**src/rtl/core/uer_pkg.sv**
```systemverilog
// shared types and constants for the ultrasonic echo ranger
// no dependencies; imported by every module of the block
`default_nettype none

package uer_pkg;

  // command codes carried in the low bits of the input beat
  typedef enum logic [1:0] {
    CMD_START   = 2'd0,
    CMD_CAPTURE = 2'd1,
    CMD_TICK    = 2'd2
  } cmd_e;

  // configuration register indexes
  typedef enum logic {
    REG_TIMEOUT = 1'b0,
    REG_SCALE   = 1'b1
  } reg_e;

  localparam int PORTS     = 4;   // channels the 2-bit channel field can address
  localparam int TICK_W    = 16;
  localparam int DIST_W    = 24;
  localparam int WAIT_W    = 10;
  localparam int SCALE_W   = 16;
  localparam int QDEPTH    = 4;
  localparam int QAW       = $clog2(QDEPTH);
  localparam int QCW       = $clog2(QDEPTH + 1);

  localparam logic [WAIT_W-1:0]  TIMEOUT_RST = 10'd100;
  localparam logic [SCALE_W-1:0] SCALE_RST   = 16'd1124;

  // results caused by one input item: either one measurement or a set of timeouts
  typedef struct packed {
    logic               timeout;
    logic [1:0]         sensor;
    logic [TICK_W-1:0]  ticks;
    logic [DIST_W-1:0]  dist_q8;
    logic [PORTS-1:0]   tmask;
  } bundle_t;

endpackage

`default_nettype wire

```
**src/rtl/core/uer_core.sv**
```systemverilog
// input register, per-channel state and single-pass result logic
// depends on uer_pkg
`default_nettype none

module uer_core import uer_pkg::*; #(
  parameter int CHANNELS     = 4,
  parameter int COUNTER_BITS = 16
) (
  input  wire logic               clk,
  input  wire logic               rst,
  input  wire logic               cfg_we,
  input  wire logic               cfg_index,
  input  wire logic [15:0]        cfg_data,
  input  wire logic               s_tvalid,
  output logic                    s_tready,
  input  wire logic [23:0]        s_tdata,
  input  wire logic               q_full,
  output logic                    push,
  output bundle_t                 bundle
);

  localparam int NCH = (CHANNELS < PORTS) ? CHANNELS : PORTS;
  localparam int DW  = (COUNTER_BITS > TICK_W) ? COUNTER_BITS : TICK_W;
  localparam logic [DW-1:0] CNT_MASK = {DW{1'b1}} >> (DW - COUNTER_BITS);
  localparam logic [DW-1:0] TICK_MAX = DW'({TICK_W{1'b1}});

  logic [WAIT_W-1:0]  timeout_ms;
  logic [SCALE_W-1:0] scale_q16;

  logic               ir_v;
  logic [1:0]         ir_cmd;
  logic [1:0]         ir_ch;
  logic [TICK_W-1:0]  ir_ts;

  logic [NCH-1:0]     phase, phase_next;
  logic [NCH-1:0]     armed, armed_next;
  logic [WAIT_W-1:0]  wait_count [NCH];
  logic [WAIT_W-1:0]  wait_count_next [NCH];
  logic [DW-1:0]      start_stamp [NCH];
  logic [DW-1:0]      start_stamp_next [NCH];

  logic               adv;
  logic               cap_hit;
  logic [DW-1:0]      cap_stamp;
  logic [PORTS-1:0]   tmask;
  logic [DW-1:0]      ts_m;
  logic [DW-1:0]      diff;
  logic [TICK_W-1:0]  ticks;
  logic [31:0]        prod;

  assign adv      = ir_v && !q_full;
  assign s_tready = !ir_v || adv;
  assign ts_m     = DW'(ir_ts) & CNT_MASK;

  always_comb begin
    phase_next       = phase;
    armed_next       = armed;
    wait_count_next  = wait_count;
    start_stamp_next = start_stamp;
    cap_hit          = 1'b0;
    cap_stamp        = '0;
    tmask            = '0;
    for (int c = 0; c < NCH; c++) begin
      case (ir_cmd)
        CMD_START: begin
          if (ir_ch == 2'(c)) begin
            armed_next[c]      = 1'b1;
            wait_count_next[c] = '0;
            phase_next[c]      = 1'b0;
          end
        end
        CMD_CAPTURE: begin
          if (ir_ch == 2'(c)) begin
            if (!phase[c]) begin
              start_stamp_next[c] = ts_m;
              phase_next[c]       = 1'b1;
            end else begin
              phase_next[c] = 1'b0;
              if (armed[c]) begin
                armed_next[c] = 1'b0;
                cap_hit       = 1'b1;
                cap_stamp     = start_stamp[c];
              end
            end
          end
        end
        CMD_TICK: begin
          if (armed[c]) begin
            if (wait_count[c] >= timeout_ms) begin
              tmask[c]      = 1'b1;
              armed_next[c] = 1'b0;
            end else begin
              wait_count_next[c] = wait_count[c] + 1'b1;
            end
          end
        end
        default: ;
      endcase
    end
  end

  // echo width, saturated to 16 bits when the counter is wider
  assign diff  = (ts_m - cap_stamp) & CNT_MASK;
  assign ticks = (diff > TICK_MAX) ? {TICK_W{1'b1}} : diff[TICK_W-1:0];
  assign prod  = 32'(ticks) * 32'(scale_q16);

  always_comb begin
    bundle.timeout = (ir_cmd == CMD_TICK);
    bundle.sensor  = ir_ch;
    bundle.ticks   = cap_hit ? ticks : '0;
    bundle.dist_q8 = cap_hit ? prod[31:8] : '0;
    bundle.tmask   = tmask;
  end

  assign push = adv && (cap_hit || (|tmask));

  always_ff @(posedge clk) begin
    if (rst) begin
      timeout_ms <= TIMEOUT_RST;
      scale_q16  <= SCALE_RST;
    end else if (cfg_we) begin
      case (cfg_index)
        REG_TIMEOUT: timeout_ms <= cfg_data[WAIT_W-1:0];
        REG_SCALE:   scale_q16  <= cfg_data[SCALE_W-1:0];
        default: ;
      endcase
    end
  end

  always_ff @(posedge clk) begin
    if (rst) begin
      ir_v <= 1'b0;
    end else if (s_tvalid && s_tready) begin
      ir_v <= 1'b1;
    end else if (adv) begin
      ir_v <= 1'b0;
    end
  end

  always_ff @(posedge clk) begin
    if (s_tvalid && s_tready) begin
      ir_cmd <= s_tdata[1:0];
      ir_ch  <= s_tdata[3:2];
      ir_ts  <= s_tdata[19:4];
    end
  end

  always_ff @(posedge clk) begin
    if (rst) begin
      phase <= '0;
      armed <= '0;
      for (int c = 0; c < NCH; c++) begin
        wait_count[c]  <= '0;
        start_stamp[c] <= '0;
      end
    end else if (adv) begin
      phase       <= phase_next;
      armed       <= armed_next;
      wait_count  <= wait_count_next;
      start_stamp <= start_stamp_next;
    end
  end

endmodule

`default_nettype wire

```
**src/rtl/core/uer_queue.sv**
```systemverilog
// result bundle queue and output beat unpacker
// depends on uer_pkg
`default_nettype none

module uer_queue import uer_pkg::*; (
  input  wire logic        clk,
  input  wire logic        rst,
  input  wire logic        push,
  input  wire bundle_t     bundle,
  output logic             q_full,
  output logic             m_tvalid,
  input  wire logic        m_tready,
  output logic [47:0]      m_tdata,   // sensor[1:0], echo_ticks[17:2], distance_q8[41:18], zero pad
  output logic             m_tuser,   // status
  output logic             m_tlast
);

  bundle_t           q [QDEPTH];
  logic [QAW-1:0]    rd_ptr, wr_ptr;
  logic [QCW-1:0]    count;
  logic [PORTS-1:0]  sent;

  bundle_t           head;
  logic [PORTS-1:0]  rem, low;
  logic [1:0]        idx;
  logic              beat, pop;

  assign head     = q[rd_ptr];
  assign rem      = head.tmask & ~sent;
  assign low      = rem & (~rem + 1'b1);
  assign q_full   = (count == QCW'(QDEPTH));
  assign m_tvalid = (count != '0);
  assign m_tlast  = head.timeout ? ((rem & (rem - 1'b1)) == '0) : 1'b1;
  assign beat     = m_tvalid && m_tready;
  assign pop      = beat && m_tlast;

  always_comb begin
    idx = '0;
    for (int i = PORTS - 1; i >= 0; i--) begin
      if (rem[i]) idx = 2'(i);
    end
  end

  assign m_tuser = head.timeout;
  assign m_tdata = {6'd0, head.dist_q8, head.ticks, head.timeout ? idx : head.sensor};

  always_ff @(posedge clk) begin
    if (push) begin
      q[wr_ptr] <= bundle;
    end
  end

  always_ff @(posedge clk) begin
    if (rst) begin
      rd_ptr <= '0;
      wr_ptr <= '0;
      count  <= '0;
      sent   <= '0;
    end else begin
      if (push) wr_ptr <= wr_ptr + 1'b1;
      if (pop)  rd_ptr <= rd_ptr + 1'b1;
      count <= count + QCW'(push) - QCW'(pop);
      if (pop) begin
        sent <= '0;
      end else if (beat) begin
        sent <= sent | low;
      end
    end
  end

endmodule

`default_nettype wire

```
**src/rtl/core/ultrasonic_echo_ranger.sv**
```systemverilog
// four-channel ultrasonic echo timer, top level
// depends on uer_pkg, uer_core and uer_queue
//
// usage:
//   slave beat (s_tvalid/s_tready/s_tdata) carries one command: start arms a
//   channel, capture marks an echo edge with its timer stamp, tick is the
//   millisecond time base that ages armed channels
//   master beat (m_tvalid/m_tready/m_tdata/m_tuser/m_tlast) carries one
//   result: a finished measurement (width and distance) or a timeout; m_tlast
//   marks the final result of the command that caused it
//   cfg_we writes timeout_ms (index 0) or scale_q16 (index 1) from cfg_data;
//   the user must write only while the block is idle; the block does not enforce it
// path: a command beat is captured in the input register, and its results are
//   then written into the result queue and offered from there; a full queue
//   holds the command in the input register
// throughput: one command per cycle while the queue is not full; a tick that
//   times out k channels needs k output beats, one per cycle while m_tready is high
// the result queue holds four commands' worth of results; when it fills,
//   the input register holds its command and s_tready drops until
//   the receiver takes beats again
// reset: all channels disarmed, phase awaiting rising edge, counts cleared,
//   timeout_ms back to 100 and scale_q16 back to 1124, queue emptied
`default_nettype none

module ultrasonic_echo_ranger import uer_pkg::*; #(
  parameter int CHANNELS     = 4,
  parameter int COUNTER_BITS = 16
) (
  input  wire logic         clk,
  input  wire logic         rst,
  // configuration write port
  input  wire logic         cfg_we,
  input  wire logic         cfg_index,
  input  wire logic [15:0]  cfg_data,
  // command stream
  input  wire logic         s_tvalid,
  output logic              s_tready,
  input  wire logic [23:0]  s_tdata,    // cmd[1:0], channel[3:2], timestamp[19:4], zero pad
  // result stream
  output logic              m_tvalid,
  input  wire logic         m_tready,
  output logic [47:0]       m_tdata,    // sensor[1:0], echo_ticks[17:2], distance_q8[41:18], zero pad
  output logic              m_tuser,    // status: 0 done, 1 timeout
  output logic              m_tlast
);

  logic    q_full;
  logic    push;
  bundle_t bundle;

  // channel state and the single-pass update/measurement logic
  uer_core #(
    .CHANNELS     (CHANNELS),
    .COUNTER_BITS (COUNTER_BITS)
  ) u_core (
    .clk       (clk),
    .rst       (rst),
    .cfg_we    (cfg_we),
    .cfg_index (cfg_index),
    .cfg_data  (cfg_data),
    .s_tvalid  (s_tvalid),
    .s_tready  (s_tready),
    .s_tdata   (s_tdata),
    .q_full    (q_full),
    .push      (push),
    .bundle    (bundle)
  );

  // result queue, unpacks timeout sets into one beat per channel
  uer_queue u_queue (
    .clk      (clk),
    .rst      (rst),
    .push     (push),
    .bundle   (bundle),
    .q_full   (q_full),
    .m_tvalid (m_tvalid),
    .m_tready (m_tready),
    .m_tdata  (m_tdata),
    .m_tuser  (m_tuser),
    .m_tlast  (m_tlast)
  );

  // never write into a full queue
  a_no_push_full : assert property (@(posedge clk) disable iff (rst) push |-> !q_full)
    else $error("result pushed into full queue");

  // timeout beats carry zero width and distance
  a_timeout_zero : assert property (@(posedge clk) disable iff (rst)
    (m_tvalid && m_tuser) |-> (m_tdata[41:2] == 40'd0))
    else $error("timeout beat with nonzero payload");

  // queue is empty right after reset
  a_reset_empty : assert property (@(posedge clk) $past(rst) |-> !m_tvalid)
    else $error("result offered right after reset");

  // measurement beats are always the last of their command
  a_done_last : assert property (@(posedge clk) disable iff (rst)
    (m_tvalid && !m_tuser) |-> m_tlast)
    else $error("measurement beat not marked last");

endmodule

`default_nettype wire
```
**config.mk**
```make
export PLATFORM = sky130hd
export DESIGN_NAME = ultrasonic_echo_ranger
export DESIGN_NICKNAME = d
export VERILOG_FILES = /design/src/rtl/core/uer_pkg.sv /design/src/rtl/core/uer_core.sv /design/src/rtl/core/uer_queue.sv /design/src/rtl/core/ultrasonic_echo_ranger.sv
export SDC_FILE = /design/constraint.sdc
export NUM_CORES = 1
export LEC_CHECK = 0
export BUFFER_PORTS_ARGS = -buffer_cell sky130_fd_sc_hd__buf_4
export CAP_MARGIN = 20
export CORE_MARGIN = 5
export CORE_UTILIZATION = 47
export DETAILED_ROUTE_END_ITERATION = 16
export REMOVE_ABC_BUFFERS = 1
export SLEW_MARGIN = 5
export SYNTH_ARGS = -nofsm -noshare
export SYNTH_HDL_FRONTEND = slang
export SYNTH_SLANG_ARGS = --single-unit
```
**constraint.sdc**
```tcl
create_clock -name clk -period 24.7 [get_ports clk]
set_input_delay 2.47 -clock clk [delete_from_list [all_inputs] [get_ports clk]]
set_output_delay 2.47 -clock clk [all_outputs]
set_load 0.1 [all_outputs]
```
* Word-level counts from Yosys, hierarchy flattened
Memories as Yosys holds them, arrays and structs flattened. A register that Yosys moved wholly into a read port is not among the register bits.
Index checks and enable logic that the tools add are counted.
** Word-level totals
- Bits in writable memories :: 188
- Memories :: 1
- Register bits :: 170
** Memory list
- u_queue.q :: words 4, width 47, rd ports 1, clocked after memory_dff 1, wr ports 1, RTL line uer_queue.sv:18 : bundle_t q [QDEPTH];
** Cells by class
- Equal/unequal tests :: 26
- Magnitude comparators :: 5
- Bitwise gates (word level) :: 11
- Multiply operators :: 1
- Add/sub/neg operators :: 11
- Multiplexer cells :: 115
- Reductions and logical operators :: 37
** Operators with widths (count)
- 16-bit two-way mux :: 18
- 10-bit two-way mux :: 12
- 10-bit one-hot mux with 2 select lines :: 4
- 1-bit two-way mux :: 65
- 10-bit by 1-bit adder with 10-bit output, second input constant :: 4
- 10-bit >= comparator :: 4
- 5-bit AND reduction :: 8
- 16-bit by 16-bit multiplier with 32-bit output :: 1
- 4-bit AND reduction :: 8
- 24-bit two-way mux :: 1
- 2-bit by 1-bit inequality test with 1-bit output, second input constant :: 12
- 16-bit greater-than comparator, second input constant :: 1
- 2-bit inequality test, second input constant :: 8
- 16-bit subtractor :: 1
- 2-bit two-way mux :: 7
- 4-bit AND :: 3
- 1-bit one-hot mux with 3 select lines :: 4
- 4-bit NOT :: 2
- 1-bit one-hot mux with 2 select lines :: 4
- 2-bit equality test, second input constant :: 3
- 2-bit nonzero test :: 3
- 3-bit nonzero test :: 2
- 1-bit logical AND :: 5
- 1-bit NOT :: 5
- other kinds (15) :: 21

* Longest topological paths before layout
- Word-level depth :: 21
- Mapped depth :: 39
- Depth with buffers taken out :: 35

* By module
Synthesis repeated with hierarchy kept, for this count alone.
** Second synthesis, totals
- Cell total of the unflattened synthesis :: 2407
- Area total of the unflattened synthesis :: 24831.3 um^2
** Modules (own cells, without submodules)
- uer_core :: area each 17267.8 um^2, cells each 2071, instances 1, sequential area each 3383.2 um^2
- uer_queue :: area each 7563.5 um^2, cells each 336, instances 1, sequential area each 5905.7 um^2

* Worst setup path before layout
OpenSTA, ideal clock, no wires.
- Kind :: flip-flop to flip-flop
- From :: register u_core.ir_ch[0]
- To :: memory u_queue.q[0][27] (netlist bit) (data pin)
- Required time :: 24423 ps
- Library setup time :: 277 ps
- Path slack :: 15749 ps
- Cell stages (with the launch flop) :: 36
- Arrival :: 8674 ps
- Cell sequence :: edfxtp_1 > nand2_1 > nor2_1 > clkbuf_1 > a222oi_1 > a21oi_1 > ha_1 > fa_1 > nor2b_1 > o21ai_1 > a21boi_1 > o2111ai_1 > a31oi_1 > a21o_1 > buf_2 > buf_2 > nor4b_1 > a211oi_1 > fa_1 > fa_1 > inv_1 > fa_1 > fa_1 > fa_1 > inv_1 > fa_1 > inv_1 > ha_1 > nand4_2 > or3b_1 > or3_1 > o21ai_1 > nor3_1 > o31ai_2 > xnor2_1 > nor2_1
** RTL lines
- start, declared :: RTL line uer_core.sv:32 : logic [1:0] ir_ch;
- start signal, assigned :: RTL line uer_core.sv:143 : ir_ch <= s_tdata[3:2];
- end, declared :: RTL line uer_queue.sv:18

==> flow_summary.ini <==
[worst_setup_path]
max_stage_delay_ns = 0.70
crit_path_start = u_core.ir_cmd[1]
worstPathMaxFanout = 17
worst_setup_path_end_kind = flop
cp_slowest_cell = nor3_4
cp_data_arrival_time_ns = 10.78
cp.required_ns = 25.03
reg2reg_from = u_core.ir_cmd[1]
criticalPathCategory = reg2reg
startpoint_type = flop
worst_path_most_repeated_cell = fa_1

[route]
vias = 17759
wl_per_cell_microns = 18.5
wirelength_microns = 59800
wl_met3_microns = 3410
drtIter0Drc = 1218
drc = 0
via_per_inst = 5.51
wl_met1_microns = 25900
wl_met2_microns = 29100
drtAntennaViolNets = 0
dr.pass1.iters = 5
top_layer = met4

[cts]
cts.sinks = 360
cts_hold_buf = 0
cts.path.max_buffers = 3
cts_resized = 0
clock-root-buffer = clkbuf_16
worstSkewPairLatency_ns = 0.57
cts_made_buffers = 40
cts_tree = yes
clk_pin_slew_ns = 0.06
htreeDepth = 2
postCtsSetupRepairBufs = 0

[global_routing]
antenna_found_initial = 0
grt_usage_pct = 20.9
grt_pass1_wl_microns = 97700
grt_pass1_vias = 18767
overflow = 0
grt_max_degree = 74

[placement]
placed_cells = 3147
hpwlAfterDp_microns = 42100
io_buffers = 87
gp_congestion = 0.851

[floorplanning]
pin_count = 98
die_x_microns = 241
start_util_pct = 47.5
dieHeight_microns = 241
core_area_sq_um = 52800
die_area_sq_um = 58100
row_count = 84

[worst_hold_path]
hold_path.startpoint = u_core.start_stamp[28]
hold_path.class = reg2reg

[power_and_ir_drop]
p_comb_share_pct = 53.3
switching_share_pct = 42.0
p_leak_uw = 0.0115
clkPwrFrac_pct = 22.7
pwr-share-seq_pct = 24.0
switchingPower_uw = 1160
power_density_nw_per_um2 = 98.9
power_uw = 2750
ir_worst_vdd_v = 0.0000988
p_int_uw = 1590

[cells_and_area]
diodes = 0
fin_cells = 3224
fill_cells = 4700
ff_latch_area_sq_um = 9290
fin_util_pct = 52.7
drive_above_1_share_pct = 10.6
area_delta_synth_final_pct = 10.8
final_nets = 2911
multi_input_area_sq_um = 14300

[logic_synthesis]
synth_seq_area_share_pct = 37.0
synth.distinct_cells = 80
yosysWarningCount = 0
ys_ff_latch = 360
synthFlopType = edfxtp_1
netlist_area_sq_um = 25100
synth_edf_count = 208
synthCells = 2475
postSynthAreaPerCell_sq_um = 10.1
async_flop_share_pct = 0

[timing]
clock_skew_ns = 0.0169
finalHoldViolCount = 0
period_needed_ns = 10.45
slew_headroom_pct = 31.0
rsz0062_at_grt = false
setup_violations = 0
slew_violations = 0
finalSetupTns_ns = 0
worstMarginPinSlew_ns = 1.03
max_freq_mhz = 95.7
period_share_pct = 42.3
fin_hold_ws_ns = 0.457

[run]
drv_cap = 0

[run_status]
status = finished, final reports clean
## critical path: cells and delay by family (launching register included)
kind / cells / cell delay (ns)
AOI/OAI and AO/OA: 9 / 2.52
muxes: 1 / 0.43
DFF: 1 / 0.61
adders and majority gates: 9 / 3.96
buffers and inverters: 6 / 0.67
and+or+nand+nor: 8 / 2.02
## path summary, 6_finish.rpt
kind,slack [ns],cells after the start,to
worst min-delay path,0.46,2,u_core.start_stamp[28]
worst min register to register,0.46,2,u_core.start_stamp[28]
worst max-delay path,14.25,33,u_queue.q[1][22]
worst max register to register,14.25,33,u_queue.q[1][22]
## metal layers
layer,global-route usage (%),vias to the layer above
met3,3.59,82
met2,36.1,456
met1,27.3,8751
met5,0,-
li1,-,8470
met4,6.12,0
## layout make-up
type | count | share of cell area (%)
multi-input cells | 1716 | 51.4
inverters | 262 | 3.54
clock buffers | 50 | 3.99
flip-flops and latches | 360 | 33.4
well taps | 688 | 3.10
repair buffers | 124 | 3.49
clock inverters | 24 | 1.08
## placed cells by master, fill, tap and decap left out, types with 15 or more instances in the layout
master | netlist | layout
o21ai_0 | 32 | 32
a222oi_1 | 15 | 15
nor2b_1 | 28 | 28
a21o_1 | 23 | 23
nand3_1 | 28 | 28
a31oi_1 | 17 | 16
nand2b_1 | 30 | 30
nor3_1 | 16 | 16
dfxtp_1 | 152 | 150
xnor2_1 | 24 | 24
o221ai_1 | 17 | 17
or3_1 | 27 | 27
xor2_1 | 17 | 17
and2_1 | 117 | 113
fa_1 | 195 | 195
nor2_1 | 113 | 112
ha_1 | 166 | 166
mux4_2 | 47 | 47
edfxtp_1 | 208 | 208
clkbuf_16 | 0 | 41
nor4b_1 | 16 | 16
buf_4 | 7 | 120
nand3b_1 | 20 | 20
nand2_1 | 436 | 436
inv_1 | 262 | 262
a21oi_1 | 149 | 149
## metrics by stage
step                      instance area (sq um)  worst slack, ns
after CTS                                 27700            14.26
final                                     27800            14.25
after global placement                    26300            14.35
after floorplan                           24500            15.37
after global routing                      27800            13.47
after detailed placement                  26300            14.26
## state kept, by name, summed over array words and instances, names as in the netlist, 2 cells and up, named ones only
| register | cells |
|---|---|
| u_core.ir_ch | 2 |
| u_core.scale_q16 | 16 |
| u_queue.wr_ptr | 2 |
| u_core.start_stamp | 64 |
| u_queue.sent | 4 |
| u_queue.q | 188 |
| u_core.wait_count | 40 |
| u_core.phase | 4 |
| u_core.ir_cmd | 2 |
| u_core.ir_ts | 16 |
| u_queue.rd_ptr | 2 |
| u_core.timeout_ms | 10 |
| u_queue.count | 3 |
| u_core.armed | 4 |
## power by group through the flow
stage / Sequential [uW] / Clock, uW / Combinational, uW
detailed placement: 682 / 0 / 1450
floorplan: 672 / 0 / 1250
global placement: 682 / 0 / 1440
global route: 661 / 665 / 1690
finish: 659 / 624 / 1470
CTS: 669 / 641 / 1460
## synthesized netlist by cell type (all sizes together), types with 20 or more instances
library cell	instances	area share [%]
or3	27	0.67
and2	117	2.9
dfxtp	152	12
edfxtp	208	25
nand2b	30	0.75
nor2b	28	0.70
nand3	28	0.56
inv	262	3.9
a21oi	151	3.0
buf	30	0.62
clkbuf	112	1.7
fa	195	16
a21o	23	0.69
nand2	436	6.5
ha	166	8.3
nand3b	20	0.60
nor2	113	1.7
xnor2	24	0.84
o21ai	37	0.74
mux4	47	4.2
## kinds of logic (layout without fill, tap and decap cells)
group                    count (synthesis)  in the layout  share of synthesized area [%]
AO/OA/AOI/OAI                          361            361                           9.58
adder cells (fa/ha/maj)                362            362                           23.9
buffers and inverters                  404            460                           6.22
multiplexers                            63             63                           4.87
other                                    1              6                         0.0150
AND/OR/NAND/NOR                        883            883                           17.0
XOR/XNOR                                41             41                           1.43
flip-flops                             360            360                           37.0
Power figures use the tool's default switching activity.
